`src/rtl/fsc_pkg.sv`:
```
package fsc_pkg;

   localparam int DATA_W        = 16;
   localparam int PC_W          = 15;
   localparam int MEM_BYTES_DEF = 65536;

   localparam logic [PC_W-1:0] SP_RESET = 15'd8704;
   localparam logic [PC_W-1:0] RP_RESET = 15'd32767;

   // Instruction class in bits 15:13 for ALU words.
   localparam logic [2:0] CLS_ALU = 3'b011;

   // ALU operation codes, bits 12:8 of an ALU word.
   localparam logic [4:0] OP_T     = 5'd0;
   localparam logic [4:0] OP_N     = 5'd1;
   localparam logic [4:0] OP_R     = 5'd2;
   localparam logic [4:0] OP_FETCH = 5'd3;
   localparam logic [4:0] OP_STORE = 5'd4;
   localparam logic [4:0] OP_ADDC  = 5'd5;
   localparam logic [4:0] OP_MUL   = 5'd6;
   localparam logic [4:0] OP_AND   = 5'd7;
   localparam logic [4:0] OP_OR    = 5'd8;
   localparam logic [4:0] OP_XOR   = 5'd9;
   localparam logic [4:0] OP_INV   = 5'd10;
   localparam logic [4:0] OP_DEC   = 5'd11;
   localparam logic [4:0] OP_ZEQ   = 5'd12;
   localparam logic [4:0] OP_EQ    = 5'd13;
   localparam logic [4:0] OP_ULT   = 5'd14;
   localparam logic [4:0] OP_LT    = 5'd15;
   localparam logic [4:0] OP_RSH   = 5'd16;
   localparam logic [4:0] OP_LSH   = 5'd17;
   localparam logic [4:0] OP_SPGET = 5'd18;
   localparam logic [4:0] OP_RPGET = 5'd19;
   localparam logic [4:0] OP_SPSET = 5'd20;
   localparam logic [4:0] OP_RPSET = 5'd21;
   localparam logic [4:0] OP_SAVE  = 5'd22;
   localparam logic [4:0] OP_EMIT  = 5'd23;
   localparam logic [4:0] OP_KEY   = 5'd24;
   localparam logic [4:0] OP_UDIV  = 5'd25;
   localparam logic [4:0] OP_SDIV  = 5'd26;
   localparam logic [4:0] OP_HALT  = 5'd27;

   localparam logic [DATA_W-1:0] DIV0_T  = 16'd10;
   localparam logic [PC_W-1:0]   DIV0_PC = 15'd1;

   typedef struct packed {
      logic              command;
      logic [PC_W-1:0]   address;
      logic [DATA_W-1:0] data;
      logic [7:0]        in_byte;
      logic              in_end;
   } req_type;

   typedef struct packed {
      logic              out_valid;
      logic [7:0]        out_byte;
      logic              input_taken;
      logic              halted;
      logic [DATA_W-1:0] top_value;
      logic [PC_W-1:0]   next_pc;
   } rsp_type;

   typedef struct packed {
      logic              start;
      logic              is_signed;
      logic [DATA_W-1:0] dividend;
      logic [DATA_W-1:0] divisor;
   } div_req_type;

   typedef struct packed {
      logic              done;
      logic [DATA_W-1:0] quot;
      logic [DATA_W-1:0] rem;
   } div_rsp_type;

endpackage

```
`src/rtl/fsc_div.sv`:
```
module fsc_div (
   input  logic                clock,
   input  logic                reset,
   input  fsc_pkg::div_req_type div_req,
   output fsc_pkg::div_rsp_type div_rsp
);
   import fsc_pkg::*;

   localparam int CNT_W = $clog2(DATA_W);

   logic              busy_ff, done_ff, neg_q_ff, neg_r_ff;
   logic [CNT_W-1:0]  cnt_ff;
   logic [DATA_W-1:0] rem_ff, quo_ff, den_ff, qout_ff, rout_ff;
   logic [DATA_W-1:0] a_mag, b_mag, rem_nx, quo_nx;
   logic [DATA_W:0]   rem_sh;
   logic              fits;

   always_comb begin
      a_mag  = (div_req.is_signed && div_req.dividend[DATA_W-1]) ?
               (DATA_W'(0) - div_req.dividend) : div_req.dividend;
      b_mag  = (div_req.is_signed && div_req.divisor[DATA_W-1]) ?
               (DATA_W'(0) - div_req.divisor) : div_req.divisor;
      // One restoring step: bring down the next dividend bit and try the divisor.
      rem_sh = {rem_ff, quo_ff[DATA_W-1]};
      fits   = rem_sh >= {1'b0, den_ff};
      rem_nx = fits ? DATA_W'(rem_sh - {1'b0, den_ff}) : rem_sh[DATA_W-1:0];
      quo_nx = {quo_ff[DATA_W-2:0], fits};
   end

   always_ff @(posedge clock) begin
      if (reset) begin
         busy_ff <= 1'b0;
         done_ff <= 1'b0;
      end else begin
         done_ff <= 1'b0;
         if (div_req.start) begin
            busy_ff  <= 1'b1;
            cnt_ff   <= '0;
            rem_ff   <= '0;
            quo_ff   <= a_mag;
            den_ff   <= b_mag;
            neg_q_ff <= div_req.is_signed &&
                        (div_req.dividend[DATA_W-1] ^ div_req.divisor[DATA_W-1]);
            neg_r_ff <= div_req.is_signed && div_req.dividend[DATA_W-1];
         end else if (busy_ff) begin
            rem_ff <= rem_nx;
            quo_ff <= quo_nx;
            cnt_ff <= cnt_ff + CNT_W'(1);
            if (cnt_ff == CNT_W'(DATA_W - 1)) begin
               busy_ff <= 1'b0;
               done_ff <= 1'b1;
               qout_ff <= neg_q_ff ? (DATA_W'(0) - quo_nx) : quo_nx;
               rout_ff <= neg_r_ff ? (DATA_W'(0) - rem_nx) : rem_nx;
            end
         end
      end
   end

   assign div_rsp.done = done_ff;
   assign div_rsp.quot = qout_ff;
   assign div_rsp.rem  = rout_ff;

endmodule

```
`config.mk`:
```
export PLATFORM = sky130hd
export DESIGN_NAME = fsc_div
export DESIGN_NICKNAME = d
export VERILOG_FILES = /design/src/rtl/fsc_pkg.sv /design/src/rtl/fsc_div.sv
export SDC_FILE = /design/constraint.sdc
export NUM_CORES = 1
export LEC_CHECK = 0
export BUFFER_PORTS_ARGS = -buffer_cell sky130_fd_sc_hd__buf_2
export CORE_MARGIN = 2
export CORE_UTILIZATION = 55
export CTS_BUF_LIST = sky130_fd_sc_hd__clkbuf_8
export DETAILED_ROUTE_END_ITERATION = 8
export GPL_TIMING_DRIVEN = 0
export PLACE_DENSITY = 0.86
export SLEW_MARGIN = 40
export SYNTH_ARGS = -nofsm -noshare
export SYNTH_HDL_FRONTEND = slang
export SYNTH_SLANG_ARGS = --single-unit
```
`constraint.sdc`:
```
create_clock -name clock -period 5.78 [get_ports clock]
set_input_delay 0 -clock clock [delete_from_list [all_inputs] [get_ports clock]]
set_output_delay 0 -clock clock [all_outputs]
set_load 0.01 [all_outputs]
```
-- Yosys cells after proc, flatten, opt, wreduce, memory -nomap -nowiden
Cells that the tools add are included.
- register bits: 88
- input bits: 36
- output and inout port bits: 33
- logic and storage cells: 43
- add/sub/neg operators: 6
- $lt $le $gt $ge: 1
- eq/ne operators: 1
- mux-type cells: 13
- bitwise operators: 4
- reductions and logical operators: 8
- operators with widths (cell ; count):
    $mux W16 ; 8
    $sub A1 B16 Y16 const A ; 4
    $ge A17 B16 Y1 ; 1
    $sub A16 B16 Y16 ; 1
    $add A4 B1 Y4 const B ; 1
    $eq A4 B4 Y1 const B ; 1
    $mux W1 ; 4
    $mux W4 ; 1
    $reduce_and A2 Y1 ; 2
    $reduce_and A4 Y1 ; 1
    $logic_and A1 B1 Y1 ; 3
    $not A1 Y1 ; 3
    $reduce_or A3 Y1 ; 1
    $reduce_bool A2 Y1 ; 1
    $xor A1 B1 Y1 ; 1

-- Longest topological paths before layout
Gate-level depths: netlist (run 1).
- depth in word-level cells: 4
- gate-level depth with buffers: 17
- gate-level depth less buffers: 14

-- Least setup slack after synthesis (run 1)
Ideal clock, no wire load.
- kind: register -> register
- from: register cnt_ff[0]
- to: register qout_ff[0] (enable)
- library setup time: 514 ps
- arrival time: 4054 ps
- path slack: 1212 ps
- cell stages (with the launch flop): 4
- buffers on the path: 0
- clock period less this slack: 4568 ps
- path through: edfxtp_1 -> ha_1 -> nand3_1 -> nor4b_1
- longest elaborated chain between the ends: 2
- RTL lines (element ; RTL line ; source):
    start, declared ; fsc_div.sv:12 ; logic [CNT_W-1:0] cnt_ff;
    start signal, assigned ; fsc_div.sv:48 ; cnt_ff <= cnt_ff + CNT_W'(1);
    $eq A4 B4 Y1 ; fsc_div.sv:49 ; if (cnt_ff == CNT_W'(DATA_W - 1)) begin
    $reduce_and A4 Y1 (no line) ; -- ;
    end signal, assigned ; fsc_div.sv:52 ; qout_ff <= neg_q_ff ? (DATA_W'(0) - quo_nx) : quo_nx;
    end, declared ; fsc_div.sv:13 ; logic [DATA_W-1:0] rem_ff, quo_ff, den_ff, qout_ff, rout_ff;
No other way between the ends.
A chain may end at the register's enable or synchronous reset.

-- Worst setup path in the final report (run 1)
- from: register rem_ff[5]
- to: register rout_ff[14], data pin
- longest elaborated chain between the ends: 4
- RTL lines (element ; RTL line ; source):
    start, declared ; fsc_div.sv:13 ;
    start signal, assigned ; fsc_div.sv:46 ; rem_ff <= rem_nx;
    $ge A17 B16 Y1 * ; fsc_div.sv:25 ; fits = rem_sh >= {1'b0, den_ff};
    via fits ; fsc_div.sv:16 ; logic fits;
    $mux W16 * ; fsc_div.sv:26 ; rem_nx = fits ? DATA_W'(rem_sh - {1'b0, den_ff}) : rem_sh[DATA_W-1:0];
    $sub A1 B16 Y16 ; fsc_div.sv:53 ; rout_ff <= neg_r_ff ? (DATA_W'(0) - rem_nx) : rem_nx;
    $mux W16 * ; fsc_div.sv:53 ;
    end signal, assigned ; fsc_div.sv:53 ;
    end, declared ; fsc_div.sv:13 ;
The timed path passes the listed nets; every way through them passes the cells marked *.

==> results.ini, run 1 <==
[outcome]
status=complete, no violations

[layout]
antenna_cells=0
seq_area_sq_um=2620
multi_input_area_sq_um=2560
fillers=756
syn_to_final_growth_pct=17.3
nets=676
stdcell_count=756
drive_gt1_share_pct=18.3

[logic_synthesis]
synth_top_flop_cell=edfxtp_1
syn_area_per_cell_sq_um=10.5
synth_nets=571
synth_seq_cells=88
syn_inst=513
yosysMostFrequentCell=edfxtp_1
netlist.area_leader.share_pct=48.1
async_reset_ff_share_pct=0
yosys.area.top_type=edfxtp_1
ys.warnings.count=0
synth_edf_count=86
netlist_top_cells_area=edfxtp_1 (48%), xnor2_1 (5.5%), xor2_1 (5.4%)
syn_area_sq_um=5370
synth_common_cells=edfxtp_1 (86), nor2_1 (59), nand2_1 (36)
synth_cell_types=58
seq_area_frac_synth_pct=48.9

[global_routing]
globalRoute.busiestLayer=met2
grtUsageMet3_pct=3.93
grt_max_degree=20
antenna_found_initial=0
grtUsageMet1_pct=29.9
grt_pass1_wl_mm=18.3
gr-usage-met2_pct=35.6
grt_overflow_total=0
grt_pass1_vias=4006
track_usage_pct=22.4

[clocking]
insertion_delay_ns=0.37
numCtsBuffers=9
htree_levels=3
cts_tree=done
cts_root_buf=clkbuf_8
cts_sinks=88
cts_buffer_depth=2
post-cts-setup-buffers=0
path_clk_slew_ns=0.08

[placement]
dp_cells=722
gp_congestion=0.926
preCtsSetupSlack_ns=1.66
hpwl_mm=8.76
port_buffers=68

[critical_path]
endpoint_kind=flip-flop
crit_fanout=10
cp_data_arrival_time_ns=4.26
worst-setup-path-type=reg -> reg
worstSetupStartpointType=flip-flop
worst_ep_required_time_ns=5.88
reg2reg_depth=15

[route]
drtPass1Iterations=5
num_vias=4241
drtIter0Drc=320
wl_per_cell_um=15.1
ant_nets=0
routed_wl_mm=11.4
route.detailed.drc=0
avgViaCountPerCell=5.61

[timing]
worstMarginPinSlew_ns=0.576
whs_ns=0.0247
grt_setup_unrepaired=no
worst_clock_skew_ns=0.00902
post-route-min-period_ns=4.16
setup_tns_ns=0
maxSlewViolCount=0
max_freq_ghz=0.240
relSlewSlack_pct=60.5
finalCritPeriodShare_pct=72.0
fin_ws_ns=1.62
setup-violations-final=0
hold_viol=0

[worst_hold_path]
hold_path_class=in -> reg
holdPathStages=2

[floorplanning]
initial_core_util_pct=55.7
placementRows=36
core_area_sq_um=9640
die_w_um=103
dieArea_sq_um=10600
die_height_um=103
ios=69

[flow_run]
maxCapViolCount=0

[power_and_ir_drop]
ir_worst_vdd_mv=0.112
cellLeakagePower_nw=2.50
power_mw=1.69
powerDensity_nw_per_um2=269

[cells by family (layout without fill, tap and decap cells)]
group / count (synthesis) / count (layout) / share of synthesized area (%)
buffers and inverters: 50 / 160 / 3.80
flip-flops: 88 / 88 / 48.9
multiplexers: 18 / 18 / 3.52
adder cells (fa/ha/maj): 22 / 22 / 5.27
AND/OR/NAND/NOR: 157 / 157 / 13.8
XOR/XNOR: 67 / 67 / 10.9
AO/OA/AOI/OAI: 111 / 111 / 13.9
[registers in the layout, summed over array words and instances, names as in the netlist]
name and flops:
neg_q_ff 1, qout_ff 16, rout_ff 16, cnt_ff 4, busy_ff 1, quo_ff 16, neg_r_ff 1, rem_ff 16
done_ff 1, den_ff 16
[layout by cell type (no fill, tap or decap), drive strengths merged, types with 4 or more instances in the layout]
cell type / count
nand3: 7
mux2i: 11
o31ai: 11
o21a: 5
xnor2: 34
nor4: 6
edfxtp: 86
nor2b: 4
a31oi: 9
or4: 4
buf: 83
nand4: 6
o41ai: 6
clkinv: 4
or3: 5
mux2: 7
a21oi: 20
dlygate4sd3: 18
xor2: 33
o21ai: 32
a21o: 7
nor2: 59
nand2: 36
nand2b: 9
inv: 35
ha: 21
clkbuf: 17
nor3: 10
[per-stage QoR]
step,utilization (%),cell area [sq um]
detailed placement,61.7,5940
finish,65.3,6300
global placement,60.9,5870
floorplan,-,5370
global route,65.3,6300
CTS,65.3,6300
[power by group]
group	total (mW)	switching, mW	leakage, nW	internal [mW]
logic	0.517	0.308	1.60	0.209
registers	0.800	0.0309	0.818	0.769
clock network	0.376	0.211	0.0855	0.164
[final cells by class]
type	instances	area share [%]
Clock buffer	10	2.19
Sequential cell	88	41.6
Buffer	14	1.09
Multi-Input combinational cell	375	40.6
Clock inverter	6	0.576
Timing Repair Buffer	94	9.10
Tap cell	133	2.64
Inverter	36	2.15
[path summary, 6_finish.rpt]
| path | slack [ns] | from | end |
|---|---|---|---|
| max | 1.62 | rem_ff[5] | rout_ff[14] |
| max reg2reg | 1.62 | rem_ff[5] | rout_ff[14] |
| min reg2reg | 0.50 | busy_ff | done_ff |
| min | 0.02 | div_req[32] | neg_q_ff |
[routing by layer]
layer | vias to the layer above | wire length, um
li1 | 2071 | -
met2 | 189 | 5380
met1 | 1952 | 4910
met3 | 29 | 799
met5 | - | 0
met4 | 0 | 297
[repair_timing]
action,4_1_cts,5_1_grt
hold buffers,18,0
setup endpoints to repair,0,0
gates resized for setup,0,0
endpoints found under the hold margin,18,0
[worst max-delay path: stages, from the launching register on]
cell       delay [ns]
edfxtp_1         0.47
ha_1             0.32
buf_2            0.17
nand4_1          0.19
nor4_1           0.31
a2111oi_1        0.11
a31oi_2          0.41
buf_2            0.36
buf_2            0.28
mux2i_1          0.37
ha_1             0.28
inv_1            0.09
a21oi_2          0.17
nand3_1          0.12
o21ai_1          0.18
xor2_1           0.08
No activity file was read; power rests on OpenSTA's default activity.
==> inputs of run 2 (changes only) <==
--- a/config.mk
+++ b/config.mk
@@ -11,7 +11,7 @@
 export CTS_BUF_LIST = sky130_fd_sc_hd__clkbuf_8
 export DETAILED_ROUTE_END_ITERATION = 8
 export GPL_TIMING_DRIVEN = 0
-export PLACE_DENSITY = 0.86
+export PLACE_DENSITY = 0.89
 export SLEW_MARGIN = 40
 export SYNTH_ARGS = -nofsm -noshare
 export SYNTH_HDL_FRONTEND = slang
==> constraint.sdc (replaced) <==
create_clock -name clock -period 3.45 [get_ports clock]
set_input_delay 0 -clock clock [delete_from_list [all_inputs] [get_ports clock]]
set_output_delay 0 -clock clock [all_outputs]
set_load 0.01 [all_outputs]
==> run 2 against run 1 <==
  * Clock skew grew 0.0029 ns
  * Fmax is 24% higher
  * Critical endpoint unchanged
  * First-iteration DRC count down 4.1%
  * Sequential power rose by 68%
  * Combinational power is 88% higher
  * Sequential share of layout area is 1.5 points lower
  * Critical path type unchanged
  * Clock power grew 100%
  * Highest routed layer unchanged
  * Wire length grew 6.8%
  * Worst setup slack got worse by 1.5 ns
  * Worst hold slack got worse by 0.014 ns
  * Largest cell class is now multi-input combinational cells
  * Cell area increased by 3.8%
  * Critical path depth fell by 3
==> results.ini, run 2 (synthesized netlist as in run 1, its figures left out) <==
[flow_run]
maxCapViolCount=0  ; unchanged

[critical_path]
crit_fanout=10  ; unchanged
slowest_delay_ns=0.49  ; +0.02 ns
worst-setup-path-type=reg -> reg
path_cells=ha_1 -> buf_6 -> a21o_1 -> o21bai_1 -> a221oi_2 -> a31oi_2 -> buf_4 -> or4_1 -> a21oi_2 -> nand3_1 -> o21ai_1 -> xor2_1
worstSetupStartpointType=flip-flop
path_buf_inv=2  ; -2
cp_data_arrival_time_ns=3.47  ; -0.79 ns
endpoint_kind=flip-flop
critPathSlowestCell=or4_1
worst_ep_required_time_ns=3.56  ; -2.32 ns
cp_top_family=compound AO/OA/AOI/OAI gates

[timing]
setup-violations-final=0  ; unchanged
worst_clock_skew_ns=0.0120  ; +0.00293 ns
max_freq_ghz=0.298  ; +24%
hold_viol=0  ; unchanged
setup_tns_ns=0  ; unchanged
relSlewSlack_pct=59.8  ; -0.70 points
worstMarginPinSlew_ns=0.603  ; +0.0270 ns
grt_setup_unrepaired=yes
maxSlewViolCount=0  ; unchanged
fin_ws_ns=0.0917  ; -1.53 ns
finalCritPeriodShare_pct=97.3  ; +25 points
whs_ns=0.0108  ; -0.0138 ns
post-route-min-period_ns=3.36  ; -0.803 ns

[clocking]
numCtsBuffers=9  ; unchanged
insertion_delay_ns=0.37  ; about the same
cts_buffer_depth=2  ; unchanged
path_clk_slew_ns=0.08  ; about the same
cts_tree=done
cts_root_buf=clkbuf_8
cts_sinks=88  ; unchanged
htree_levels=3  ; unchanged

[power_and_ir_drop]
power_mw=3.08  ; +82%
powerDensity_nw_per_um2=472  ; +76%
ir_worst_vdd_mv=0.235  ; +110%
cellLeakagePower_nw=2.57  ; +2.6%

[outcome]
status=complete, no violations

[floorplanning]
core_area_sq_um=9640  ; unchanged
placementRows=36  ; unchanged
die_w_um=103  ; unchanged
ios=69  ; unchanged
dieArea_sq_um=10600  ; unchanged
initial_core_util_pct=55.7  ; unchanged
die_height_um=103  ; unchanged

[route]
avgViaCountPerCell=5.75  ; +2.4%
drtIter0Drc=307  ; -4.1%
wl_met3_um=820  ; +2.6%
route.detailed.drc=0  ; unchanged
met2WireLength_mm=5.82  ; +8.1%
drt-met1-wl_mm=5.09  ; +3.7%
ant_nets=0  ; unchanged
drtPass1Iterations=5  ; unchanged
routed_wl_mm=12.2  ; +6.8%
highest_layer=met4
num_vias=4349  ; +2.5%
wl_per_cell_um=16.1  ; +6.6%

[layout]
syn_to_final_growth_pct=21.7
utilization_pct=67.8  ; +2.5 points
fillers=732  ; -3.2%
nets=677  ; +0.15%
final_common_cell=edfxtp_1
drive_gt1_share_pct=21.5  ; +3.2 points
antenna_cells=0  ; unchanged
mostFrequentLayoutCells=edfxtp_1 (86), buf_2 (69), nor2_1 (58)

[placement]
port_buffers=68  ; unchanged
gp_congestion=0.934  ; +0.84%
preCtsSetupSlack_ns=-0.574  ; -2.23 ns
hpwl_mm=8.95  ; +2.2%

[global_routing]
track_usage_pct=22.6  ; +0.21 points
antenna_found_initial=0  ; unchanged
grt_pass1_wl_mm=18.3  ; about the same
grt_max_degree=20  ; unchanged
grt_pass1_vias=3880  ; -3.1%
grt_overflow_total=0  ; unchanged

[worst_hold_path]
hold_path_class=in -> reg

[run 2: final timing paths]
kind	start	end	slack [ns]	cells after the start
worst max-delay path	rem_ff[7]	rout_ff[14]	0.09	12
worst min-delay path	div_req[31]	quo_ff[15]	0.01	3
worst max register to register	rem_ff[7]	rout_ff[14]	0.09	12
worst min register to register	busy_ff	done_ff	0.52	1
[run 2: per-stage QoR]
step	instances	cell area [sq um]
2_1_floorplan	513	5370
3_5_place_dp	719	5960
6_report	757	6530
5_1_grt	757	6530
4_1_cts	753	6380
3_3_place_gp	714	5880
[run 2: worst reg2reg max path, delay by kind of cell, from the launching register on]
kind	cells	cell delay [ns]
compound gates	6	1.32
xor+xnor	1	0.08
fa+ha+maj	1	0.32
flops	1	0.43
simple gates	2	0.62
buf+inv	2	0.34
[run 2: layout make-up]
class	instances	area, sq um	share of cell area, %
Multi-Input combinational cell	375	2700	41.3
Sequential cell	88	2620	40.1
Timing Repair Buffer	96	621	9.50
Tap cell	133	166	2.55
Clock buffer	10	138	2.11
Inverter	36	136	2.09
Clock inverter	6	76.3	1.17
Buffer	13	72.6	1.11
[run 2: repair_timing]
| item | in CTS | in global routing |
|---|---|---|
| endpoints found under the setup margin | 11 | 10 |
| hold buffers | 17 | 0 |
| buffers inserted | 2 | 4 |
| endpoints found under the hold margin | 17 | 0 |
| gates resized for setup | 6 | 22 |
| pin swaps | 1 | 5 |
[run 2: report_power, final]
| part | internal, mW | switching, mW | leakage [nW] | total [mW] |
|---|---|---|---|---|
| clock | 0.419 | 0.345 | 0.116 | 0.764 |
| sequential | 1.29 | 0.0563 | 0.818 | 1.34 |
| combinational | 0.409 | 0.564 | 1.63 | 0.974 |
[run 2: per-layer routing]
metal / up-vias / GRT usage (%)
li1: 2079 / -
met1: 2022 / 29.9
met2: 203 / 36.8
met3: 45 / 2.98
met4: 0 / 11.4
met5: - / 0
